### config.mk
export PLATFORM = sky130hd
export DESIGN_NAME = fiws_front
export DESIGN_NICKNAME = d
export VERILOG_FILES = /design/src/rtl/core/fiws_pkg.sv /design/src/rtl/core/fiws_front.sv
export SDC_FILE = /design/constraint.sdc
export NUM_CORES = 1
export LEC_CHECK = 0
export ABC_AREA = 1
export ABC_CLOCK_PERIOD_IN_PS = 2900
export BUFFER_PORTS_ARGS = -buffer_cell sky130_fd_sc_hd__buf_2
export CORE_ASPECT_RATIO = 0.6
export CORE_MARGIN = 2
export CORE_UTILIZATION = 41
export DETAILED_ROUTE_END_ITERATION = 16
export GPL_TIMING_DRIVEN = 0
export PLACE_DENSITY_LB_ADDON = 0.12
export SYNTH_ARGS = -nofsm -noshare
export SYNTH_HDL_FRONTEND = slang
export SYNTH_SLANG_ARGS = --single-unit
export TNS_END_PERCENT = 10
### constraint.sdc
create_clock -name clk -period 2.9 [get_ports clk]
set_clock_uncertainty 0.05 [all_clocks]
set_input_delay 0.145 -clock clk [delete_from_list [all_inputs] [get_ports clk]]
set_output_delay 0.145 -clock clk [all_outputs]
set_load 0.02 [all_outputs]
### src/rtl/core/fiws_pkg.sv
package fiws_pkg;

  // Default sizing of the interval window.
  localparam int WINDOW_DEF     = 256;
  localparam int IV_WIDTH_DEF   = 24;

  // Fixed field widths.
  localparam int TS_W           = 32;
  localparam int FRAC_W         = 16;
  localparam int RATE_W         = 28;
  localparam int MEAN_W         = 24;
  localparam int CFG_IDX_W      = 8;
  localparam int QUOT_BITS      = 28;

  // Rate numerator (256e6, frames per second in Q.8) and saturation values.
  localparam logic [RATE_W-1:0] RATE_NUM = 28'd256000000;
  localparam logic [RATE_W-1:0] RATE_MAX = 28'd268435455;
  localparam logic [MEAN_W-1:0] MEAN_MAX = 24'd16777215;

  // Configuration register indexes and reset values.
  localparam logic [CFG_IDX_W-1:0] REG_LOW_A = 8'd0;
  localparam logic [CFG_IDX_W-1:0] REG_LOW_B = 8'd1;
  localparam logic [FRAC_W-1:0]    LOW_A_RST = 16'd655;
  localparam logic [FRAC_W-1:0]    LOW_B_RST = 16'd65;

  // Back-end sequencer states.
  typedef enum logic [2:0] {
    ST_CLEAR,
    ST_IDLE,
    ST_RING_RD,
    ST_RING_UPD,
    ST_SWEEP,
    ST_SWEEP_END,
    ST_DIVIDE,
    ST_OUTPUT
  } back_state_t;

  // Progress of the remove-and-insert sweep over the sorted window.
  typedef enum logic [1:0] {
    PH_SEEK,
    PH_SHIFT,
    PH_COPY
  } sweep_phase_t;

  // Status reported by the back end to the top level.
  typedef struct packed {
    logic clear_done;
  } back_status_t;

endpackage

### src/rtl/core/fiws_front.sv
module fiws_front
  import fiws_pkg::*;
#(
  parameter int IW = IV_WIDTH_DEF
) (
  input  logic            clk,
  input  logic            rst,
  input  logic            accept,
  input  logic [TS_W-1:0] timestamp_us,
  output logic            push,
  output logic [IW:0]     push_data
);

  logic [TS_W-1:0] prev_ts;
  logic            started;
  logic [TS_W-1:0] diff;
  logic [TS_W-1:0] diff_hi;
  logic [IW-1:0]   iv;

  // Wrapped difference, saturated to the interval width.
  assign diff    = timestamp_us - prev_ts;
  assign diff_hi = diff >> IW;
  assign iv      = (diff_hi != '0) ? '1 : diff[IW-1:0];

  // The first item after reset is pushed with the started flag low; it only records its timestamp.
  assign push      = accept;
  assign push_data = {started, iv};

  always_ff @(posedge clk) begin
    if (rst) begin
      prev_ts <= '0;
      started <= 1'b0;
    end else if (accept) begin
      prev_ts <= timestamp_us;
      started <= 1'b1;
    end
  end

endmodule

After elaboration in Yosys (flattened, before gate mapping)

Cells that the tools add are included.

Flip-flop bits (word level): 33
Output and inout port bits: 26
Logic and storage cells: 5

$add $sub $neg: 1
Mux-type cells: 1
Reductions and logical operators: 1

Operators with widths:

| kind                | number |
|---|---|
| 32-bit nonzero test | 1 |
| 32-bit subtractor   | 1 |
| 24-bit 2-to-1 mux   | 1 |

Longest topological paths before layout

Depth after elaboration: 3
Depth in mapped cells: 17

Worst setup path after synthesis

OpenSTA, ideal clock, no wires.

Path type: reg2out
Start: register prev_ts[0]
End: output push_data[10]
Arrival time: 2,134 ps
Slack: 571 ps
Stages on the path, launching flop included: 16
Cell sequence: dfxtp_1 -> ha_1 -> fa_1 -> inv_1 -> nand3_1 -> nand3_1 -> nand2_1 -> nand2_1 -> nand2_1 -> nand3_1 -> nand2_1 -> nand2_1 -> nand3_2 -> nor2_4 -> buf_4 -> nand3_1

Longest elaborated chain between the ends: 3

RTL lines:

| item                     | line             | text |
|---|---|---|
| start: declaration       | fiws_front.sv:14 | `logic [TS_W-1:0] prev_ts;` |
| start signal: assignment | fiws_front.sv:34 | `prev_ts <= timestamp_us;` |
| 32-bit subtractor *      | fiws_front.sv:21 | `assign diff = timestamp_us - prev_ts;` |
| 32-bit nonzero test      | fiws_front.sv:23 | `assign iv = (diff_hi != '0) ? '1 : diff[IW-1:0];` |
| 24-bit 2-to-1 mux *      | fiws_front.sv:23 |  |
| end: declaration         | fiws_front.sv:11 | `output logic [IW:0] push_data` |

Mark *: on every way between the ends. The rest lies on a longest branch, timed or not.

Final worst setup path

Start: register prev_ts[0]
End: output push_data[5]

The elaborated chain is that of the path after synthesis.

==> key figures <==
Status
  – Status: completed

Logic synthesis
  – Asr flop ratio synth: 0%
  – Post-Syn Area: 3760 um2
  – Number of synthesized flops with an enable pin: 0
  – Register bit total from synthesis: 33
  – Top-area cell type share of the netlist area: 20.4%
  – Top_reg_cell synth: dfxtp_1
  – Yosys cell types: 29
  – Mean Syn Cell Area: 5.75 um2
  – Synth top area cells: nand2_1 (20%), dfxtp_1 (18%), inv_1 (14%)
  – Post-synthesis cell count: 654
  – Synth warn: 0
  – Syn Nets: 721
  – Sequential share of the synthesized area: 17.6%
  – Largest area contributor in the netlist: nand2_1

Floorplanning
  – Starting density of the core: 41.5%
  – Row count: 27
  – Top Ports: 61
  – Die width: 128 um
  – Die H: 78.2 um
  – Core footprint: 9050 um2
  – Die Area: 9970 um2

Critical path
  – Reg2reg end: prev_ts[1]
  – Reg-to-reg slack, setup: 2140 ps
  – Crit path required time: 2710 ps
  – Reg2reg path depth: 2
  – Reg-to-reg startpoint: prev_ts[1]
  – Setup Crit Path Kind: flop to output port
  – Startpoint types: flop
  – CP max FO: 5
  – Crit. End Element: output port
  – CP Data Arrival Time: 2700 ps

Global route
  – Met1 usage: 36.3%
  – Tot GR Track Use: 21.9%
  – GR peak layer: met1
  – Global-route wire length before repair: 17.3 mm
  – Met3 GRT Util: 3.89%
  – GRT overflow: 0
  – Antenna violations before repair: 0
  – Vias in the first global route: 3435
  – Met2 capacity usage during global routing: 28.7%
  – Largest net degree at the start of global routing: 11

Pwr
  – Lkg Pwr: 0.00254 uW
  – Peak VDD IR: 0.233 mV
  – Final Power: 1980 uW
  – PwrDens: 387 nW/um2

Clock tree
  – Max Buffers Root-to-Sink: 2
  – TritonCTS Sinks: 33
  – CTS HTree Levels: 2
  – Clk Latency, worst-skew pair: 280 ps
  – Root buffer cell: clkbuf_16
  – CTS tree: done
  – Worst-path clk slew: 50 ps
  – CTS Buf Count: 5

Timing
  – Least-Margin Pin Slew: 676 ps
  – Setup TNS: 0 ps
  – Final clock period utilization by the worst path: 99.7%
  – RSZ-0062 raised after global routing: yes
  – Final min period: 2890 ps
  – Final setup viols: 0
  – Final setup margin: 9.69 ps
  – Slew headroom: 54.9%
  – Fmax: 346 MHz
  – Max-slew violations: 0
  – Final Hold Fails: 0

Cells and area
  – Area delta synth->final: 36.0%
  – Layout cell share with drive strength beyond 1: 27.5%
  – Commonest non-fill, non-tap cell in the layout: nand2_1
  – Fill cells: 897
  – Multi-input gate area: 2900 um2
  – Fin util: 56.5%
  – Final nets: 806
  – Finished Cell Area: 5110 um2
  – Ant diodes: 0
  – Most frequent cells in the layout: nand2_1 (180), inv_1 (143), nor2_1 (56)
  – Register area: 662 um2

Worst hold path
  – Worst Hold Path EP: prev_ts[31]
  – WHS Path Cells: 3
  – HP Class: input pin to flop
  – Hold wc startpoint: timestamp_us[31]

Drt
  – DR iter-0 viols: 248
  – Antenna Violating Nets Remaining: 0
  – Final wirelength: 11.7 mm
  – Via/cell ratio: 4.91
  – DRC viols: 0
  – DR pass1 iterations: 5
  – Avg WL per Cell: 13.7 um
  – Via count: 4189

Place
  – Gpl congestion: 0.931
  – Hpwl dp: 9.06 mm
  – Place WS: 74.6 ps
  – Area after DPL: 4200 um2
  – Port bufs: 59

Flow run
  – Max Cap Viol: 0
[logic make-up (layout without fill, tap and decap cells)]
group / count (synthesis) / in the layout / synth area share [%]
adders and majority gates: 32 / 32 / 10.9
AOI/OAI and AO/OA: 56 / 56 / 9.82
and+or+nand+nor: 350 / 350 / 39.7
xor gates and xnor gates: 22 / 22 / 5.13
buffers and inverters: 161 / 245 / 16.9
DFF: 33 / 33 / 17.6
[through the flow]
step / hold WS (ps) / instances
after floorplan: 194 / 654
after detailed placement: 384 / 829
after global placement: 372 / 829
after CTS: 87.1 / 837
after global routing: 108 / 854
final: 87.9 / 854
[synthesized netlist by cell type, types with 2 or more instances]
library cell / number
nand3_2: 9
nand3_1: 41
nand4_1: 3
xor2_1: 9
a211oi_1: 31
buf_4: 4
nor2_2: 4
inv_1: 144
xnor2_1: 13
nand3b_1: 2
dfxtp_1: 33
and2_1: 3
nand2_1: 204
nor2_4: 2
ha_1: 31
nand2_2: 7
o21bai_1: 3
o21ai_0: 2
clkbuf_1: 9
nor2_1: 73
buf_6: 2
a21oi_1: 18
[layer usage]
layer | up-vias | wire (um) | share of wire (%)
met1 | 1892 | 6330 | 54
li1 | 2172 | - | -
met2 | 116 | 4480 | 38
met3 | 9 | 836 | 7.1
met5 | - | 0 | 0
met4 | 0 | 56 | 0.48
[registers in the layout, indices dropped and copies added (netlist names)]
signal,flops
prev_ts,32
started,1
[what timing repair did]
item	4_1_cts	5_1_grt
pin swaps	2	26
endpoints found under the hold margin	0	0
cloned	0	4
hold buffers	0	0
setup endpoints to repair	24	24
resized for setup	5	160
buffers inserted	2	13
[power breakdown]
| group | switching, uW | internal [uW] |
|---|---|---|
| combinational | 613 | 360 |
| sequential | 9.37 | 486 |
| clock | 204 | 307 |
| total | 826 | 1150 |
[area by class of cell]
class	instances	share of cell area (%)
Multi-Input combinational cell	460	56.7
Clock inverter	1	0.0979
Inverter	145	10.6
Sequential cell	33	12.9
Tap cell	116	2.84
Timing Repair Buffer	78	12.0
Buffer	16	2.30
Clock buffer	5	2.45
[critical path, cell delays in order, from the launching register on]
cell and delay [ps]:
dfxtp_2 330, ha_4 160, fa_2 410, inv_2 90
nand3_2 90, nand3_4 120, nand3_4 90, nand3_4 110
nand2_4 70, nand2_1 70, nand2_1 50, nand2_1 70
nand2_2 70, nor2_4 190, buf_6 140, clkbuf_16 130
nand3_1 70, buf_2 160
[worst max path at each step]
stage	start	endpoint	slack (ps)	depth (start not counted)
detailed placement	prev_ts[0]	push_data[11]	70	16
global placement	prev_ts[0]	push_data[14]	90	16
finish	prev_ts[0]	push_data[5]	10	17
global route	prev_ts[15]	push_data[22]	-110	16
floorplan	prev_ts[0]	push_data[10]	570	15
CTS	prev_ts[19]	push_data[11]	30	15
(Power assumes the default switching activity.)
