`src/rtl/core/fiws_pkg.sv`:
```
package fiws_pkg;

  // Default sizing of the interval window.
  localparam int WINDOW_DEF     = 256;
  localparam int IV_WIDTH_DEF   = 24;

  // Fixed field widths.
  localparam int TS_W           = 32;
  localparam int FRAC_W         = 16;
  localparam int RATE_W         = 28;
  localparam int MEAN_W         = 24;
  localparam int CFG_IDX_W      = 8;
  localparam int QUOT_BITS      = 28;

  // Rate numerator (256e6, frames per second in Q.8) and saturation values.
  localparam logic [RATE_W-1:0] RATE_NUM = 28'd256000000;
  localparam logic [RATE_W-1:0] RATE_MAX = 28'd268435455;
  localparam logic [MEAN_W-1:0] MEAN_MAX = 24'd16777215;

  // Configuration register indexes and reset values.
  localparam logic [CFG_IDX_W-1:0] REG_LOW_A = 8'd0;
  localparam logic [CFG_IDX_W-1:0] REG_LOW_B = 8'd1;
  localparam logic [FRAC_W-1:0]    LOW_A_RST = 16'd655;
  localparam logic [FRAC_W-1:0]    LOW_B_RST = 16'd65;

  // Back-end sequencer states.
  typedef enum logic [2:0] {
    ST_CLEAR,
    ST_IDLE,
    ST_RING_RD,
    ST_RING_UPD,
    ST_SWEEP,
    ST_SWEEP_END,
    ST_DIVIDE,
    ST_OUTPUT
  } back_state_t;

  // Progress of the remove-and-insert sweep over the sorted window.
  typedef enum logic [1:0] {
    PH_SEEK,
    PH_SHIFT,
    PH_COPY
  } sweep_phase_t;

  // Status reported by the back end to the top level.
  typedef struct packed {
    logic clear_done;
  } back_status_t;

endpackage

```
`src/rtl/core/fiws_queue.sv`:
```
module fiws_queue
  import fiws_pkg::*;
#(
  parameter int DW = IV_WIDTH_DEF + 1
) (
  input  logic          clk,
  input  logic          rst,
  input  logic          push,
  input  logic [DW-1:0] push_data,
  output logic          full,
  input  logic          pop,
  output logic [DW-1:0] pop_data,
  output logic          avail
);

  logic [DW-1:0] slots [2];
  logic          wr_ptr;
  logic          rd_ptr;
  logic [1:0]    count;

  assign full     = (count == 2'd2);
  assign avail    = (count != 2'd0);
  assign pop_data = slots[rd_ptr];

  // Two-entry queue between the front end and the back end.
  always_ff @(posedge clk) begin
    if (push && !full) begin
      slots[wr_ptr] <= push_data;
    end
    if (rst) begin
      wr_ptr <= 1'b0;
      rd_ptr <= 1'b0;
      count  <= 2'd0;
    end else begin
      if (push && !full) begin
        wr_ptr <= ~wr_ptr;
      end
      if (pop && avail) begin
        rd_ptr <= ~rd_ptr;
      end
      if ((push && !full) && !(pop && avail)) begin
        count <= count + 2'd1;
      end else if (!(push && !full) && (pop && avail)) begin
        count <= count - 2'd1;
      end
    end
  end

endmodule

```
`config.mk`:
```
export PLATFORM = sky130hd
export DESIGN_NAME = fiws_queue
export DESIGN_NICKNAME = d
export VERILOG_FILES = /design/src/rtl/core/fiws_pkg.sv /design/src/rtl/core/fiws_queue.sv
export SDC_FILE = /design/constraint.sdc
export NUM_CORES = 1
export LEC_CHECK = 0
export BUFFER_PORTS_ARGS = -buffer_cell sky130_fd_sc_hd__clkbuf_2
export CAP_MARGIN = 25
export CELL_PAD_IN_SITES_DETAIL_PLACEMENT = 1
export CELL_PAD_IN_SITES_GLOBAL_PLACEMENT = 1
export CORE_ASPECT_RATIO = 1.5
export CORE_UTILIZATION = 38
export DETAILED_ROUTE_END_ITERATION = 8
export GPL_TIMING_DRIVEN = 0
export PLACE_DENSITY = 0.82
export SLEW_MARGIN = 20
export SYNTH_ARGS = -nofsm -noshare
export SYNTH_HDL_FRONTEND = slang
export SYNTH_SLANG_ARGS = --single-unit
```
`constraint.sdc`:
```
create_clock -name clk -period 1.6 [get_ports clk]
set_input_delay 0.32 -clock clk [delete_from_list [all_inputs] [get_ports clk]]
set_output_delay 0.32 -clock clk [all_outputs]
set_load 0.01 [all_outputs]
```
Yosys cells after proc, flatten, opt, wreduce, memory -nomap -nowiden:

Memory sizes are Yosys's and may differ from the RTL's. A register that Yosys moved wholly into a read port is not among the register bits.
Index checks and enable logic that the tools add are counted.

* reduce and logical (&&, ||, !) cells: 9
* add/sub/neg operators: 2
* bitwise gates (word level): 2
* eq/ne operators: 1
* multiplexer cells: 6

Operators with widths (number)
* logical AND 1 bit: 4
* 2-to-1 mux 1 bit: 4
* 2-to-1 mux 2 bit: 2
* nonzero test 2 bit: 2
* zero test 1 bit: 3
* adder 2 x 1 -> 2 bit, second input constant: 1
* equality test 2 bit, second input constant: 1
* inverter 1 bit: 2
* subtractor 2 x 1 -> 2 bit, second input constant: 1

* input port bits: 29
* word-level logic and storage cells: 24
* bits in registers: 4
* memory bits (writable): 50
* memories kept: 1
* output and inout port bits: 27

Memory list
* slots: words 2, width 25, read ports 1, clocked after Yosys merged registers in 1, wr ports 1, RTL line fiws_queue.sv:16 `logic [DW-1:0] slots [2];`

Longest topological paths before layout:

* depth after elaboration: 7
* depth in mapped cells: 6

Least setup slack after synthesis:

OpenSTA, ideal clock, no wires.

* path kind: reg2reg
* start: register count[1]
* end: memory slots[0][0] in the netlist's numbering, enable pin
* slack: -0.103 ns
* clock period less this slack: 1.703 ns
* cell stages (with the launch flop): 4
* library setup time: 0.380 ns
* data arrival time: 1.323 ns
* path buffers: 0
* cell sequence: dfxtp_1 > nor2b_2 > or3_1 > inv_1

* longest elaborated chain between the ends: 5

Ends and longest elaborated chain
* start: declaration: RTL line fiws_queue.sv:19 `logic [1:0] count;`
* start signal: assignment: RTL line fiws_queue.sv:42 `count <= count + 2'd1;`
* start signal: assignment: RTL line fiws_queue.sv:44 `count <= count - 2'd1;`
* equality test 2 bit: RTL line fiws_queue.sv:21 `assign full = (count == 2'd2);`
* via full: RTL line fiws_queue.sv:10 `output logic full,`
* zero test 1 bit: RTL line fiws_queue.sv:27 `if (push && !full) begin`
* logical AND 1 bit: RTL line fiws_queue.sv:27
* 2-to-1 mux 1 bit: RTL line fiws_queue.sv:27
* 2-to-1 mux 1 bit (implied by the code): RTL line fiws_queue.sv:28 `slots[wr_ptr] <= push_data;`
* end: declaration: RTL line fiws_queue.sv:16

The timed path passes the listed nets, and every way through them passes these cells.

==> results by group <==
Critical path
  – FF-to-FF setup slack: 70 ps
  – Startpoint types: register
  – CP Depth: 4
  – Worst endpoint data arrival time: 1370 ps
  – WP data required: 1280 ps
  – Worst R2R Path Depth: 5
  – End of the worst register-to-register path: count[1]$_SDFFE_PP0P_
  – Max incr delay on CP: 350 ps
  – Slowest CP cell: dfxtp_2
  – Crit Path Class: reg -> out
  – CP max FO: 6
  – FF-to-FF Start: count[1]$_SDFFE_PP0P_
  – Crit path buf inv count: 3
  – CP Cell Sequence: buf_12, clkbuf_16, mux2_4, buf_6
  – Critical Path End Type: output port
  – Cell family with most CP delay: buffers and inverters

Flow run
  – MaxCap Viol Count: 0

Global routing
  – Vias in the first global route: 1226
  – Wire length of the first global-routing pass: 5.71 mm
  – All-Layer GR Usage: 14.6%
  – Remaining global-route overflow: 0
  – Initial antenna violation count: 0
  – Largest net degree at the start of global routing: 26

Floorplan
  – CORE AREA: 5120 um2
  – Total die area: 5620 um2
  – Die H: 91.3 um
  – Site Rows: 32
  – Die width: 61.5 um
  – Ports: 56
  – Initial Utilization: 39.4%

Timing
  – Slew headroom: 75.6%
  – Final hold vios: 0
  – Final worst path period need: 1690 ps
  – Hold_ws: 193 ps
  – Fmax: 592 MHz
  – Slew Viols, Final: 0
  – RSZ-0062 raised after global routing: yes
  – Slew @ Worst Pin: 366 ps
  – PnR worst setup slack: -88.9 ps
  – Setup violations, final: 25
  – Final period util: 106%
  – Clk_skew: 13.9 ps

Power
  – Register share of total power: 43.2%
  – Worst VDD drop: 0.914 mV
  – Switch share: 28.4%
  – Pwr dens: 1550 nW/um2
  – Int Pwr: 3160 uW
  – Power consumption: 4410 uW
  – Static leakage: 0.00113 uW
  – Comb pwr share: 39.3%
  – NetSw: 1250 uW
  – Clock power share: 17.5%

Clocking
  – Clock Path Buffers: 2
  – H-tree depth reported by CTS: 2
  – CTS buffer count: 5
  – CTS root buf: clkbuf_8
  – CTS tree: done
  – Clk sinks: 55
  – Clock latency on the worst-skew pair: 310 ps
  – Clock transition at path regs: 100 ps

Yosys
  – Area leader, netlist: edfxtp_1
  – Avg Cell Area, Syn: 19.6 um2
  – Yosys warning count: 0
  – #FFs+latches synth: 55
  – Post-Synthesis Cells: 103
  – Post-synth cell types: 15
  – Syn Nets: 133
  – Yosys top cell area share: 74.3%
  – Synth top area cells: edfxtp_1 74%, mux2_2 14%, dfxtp_1 5.0%
  – Cell area after synthesis: 2020 um2
  – Register area share after synthesis: 79.3%

Layout
  – Final net count: 203
  – Fraction of layout cells with a size suffix above 1: 60.3%
  – Area of the multi-input gates: 492 um2
  – Core Util, Final: 55.6%
  – Fill cells: 508
  – Area growth syn-to-layout: 41.1%
  – # diodes: 0
  – Reg area: 1610 um2

Route
  – Per-cell routed wire length: 16.7 um
  – Remaining DRCs: 0
  – Drt via density: 4.65
  – Drt first-iter violations: 25
  – Post-Route WL: 4.03 mm
  – DR pass1 iterations: 4
  – Vias: 1126
  – Post-DRT Antenna Nets: 0

Worst hold path
  – Worst hold-check path type: in -> reg
  – Hold path start: push_data[12]
  – Hold path endpoint: slots[1][12]$_DFFE_PP_
  – Hold Path Stages: 1

Run status
  – Failing checks: setup timing
  – Status: finished, violations left

Placed design
  – Port bufs: 55
  – GPL Wtd Cong: 0.682
  – Detailed Place HPWL: 2.45 mm
## power groups by stage
stage	Clock [uW]	Combinational [uW]	Sequential [uW]
after global routing	840	1850	1930
after floorplan	0	698	1890
final	772	1740	1900
after global placement	0	1030	1900
after CTS	793	1380	1900
after detailed placement	0	1080	1920
## layout by cell type, fill, tap and decap left out
cell,synthesis,layout
o21ai_1,0,1
buf_4,1,3
or3_1,2,2
mux2_4,0,24
nor2b_4,0,1
clkbuf_2,0,35
clkinv_4,0,1
xor2_1,3,3
edfxtp_1,50,50
o21ai_0,3,2
ha_1,1,1
buf_6,0,21
and2_4,0,1
mux2_2,25,1
clkinvlp_4,0,2
a21oi_1,2,2
dfxtp_1,5,2
dfxtp_2,0,3
buf_12,0,2
clkbuf_16,0,1
inv_8,0,1
buf_8,0,2
clkbuf_8,0,5
nor2_1,4,4
or2_2,1,1
clkinv_1,0,1
buf_16,0,1
inv_1,2,1
## state kept, by name (all words and copies together), names as in the netlist, named ones only
name / flops
slots: 50
rd_ptr: 1
count: 2
wr_ptr: 1
## worst max-delay path by stage
| stage | start | to |
|---|---|---|
| global placement | count[1]$_SDFFE_PP0P_ | slots[0][4]$_DFFE_PP_ |
| CTS | register | pop_data[2] |
| finish | register | pop_data[20] |
| detailed placement | count[1]$_SDFFE_PP0P_ | slots[0][10]$_DFFE_PP_ |
| floorplan | count[1]$_SDFFE_PP0P_ | slots[0][0]$_DFFE_PP_ |
| global route | register | pop_data[5] |
## metal layers
layer | track usage, % | share of wire [%] | wire length (um) | vias to the layer above
met4 | 5.56 | 1.6 | 63 | 0
li1 | - | - | - | 529
met2 | 27.5 | 60 | 2420 | 39
met5 | 0 | 0 | 0 | -
met1 | 13.7 | 34 | 1350 | 552
met3 | 4.13 | 4.9 | 198 | 6
## metrics by stage
step	instance area (um2)	setup slack, ps	setup TNS, ps	cells
after detailed placement	2390	-158	-5060	226
after global placement	2390	-30.3	-705	226
after global routing	2850	-140	-3030	242
after CTS	2640	-138	-2230	240
after floorplan	2030	100	0	103
final	2850	-88.9	-1810	242
## cells by family (layout without fill, tap and decap cells)
kind of cell | count (synthesis) | count (layout) | share of synthesized area, %
flip-flops | 55 | 55 | 79.3
adder cells (fa/ha/maj) | 1 | 1 | 0.619
multiplexers | 25 | 25 | 13.9
AND/OR/NAND/NOR | 9 | 9 | 2.42
XOR/XNOR | 3 | 3 | 1.30
AO/OA/AOI/OAI | 5 | 5 | 1.24
buffers and inverters | 5 | 76 | 1.24
## cell type report
cell class                      instances  share of cell area (%)
Inverter                                2                   0.395
Multi-Input combinational cell         43                    17.3
Sequential cell                        55                    56.3
Clock inverter                          3                   0.834
Timing Repair inverter                  1                   0.263
Timing Repair Buffer                   62                    17.8
Clock buffer                            5                    2.41
Tap cell                               68                    2.99
Buffer                                  3                    1.76
## synth_stat cells
cell      number
o21ai_0        3
buf_4          1
edfxtp_1      50
a21oi_1        2
mux2_2        25
xor2_1         3
or3_1          2
buf_2          2
nor2b_2        1
dfxtp_1        5
ha_1           1
and2_1         1
inv_1          2
or2_2          1
nor2_1         4
## timing repair
item,CTS,global route
hold buffers,0,0
buffers inserted,4,1
hold endpoints to repair,0,0
gates resized for setup,28,54
setup endpoints to repair,76,51
gates cloned,2,1
Note: power is estimated with default switching activity, not from simulation.
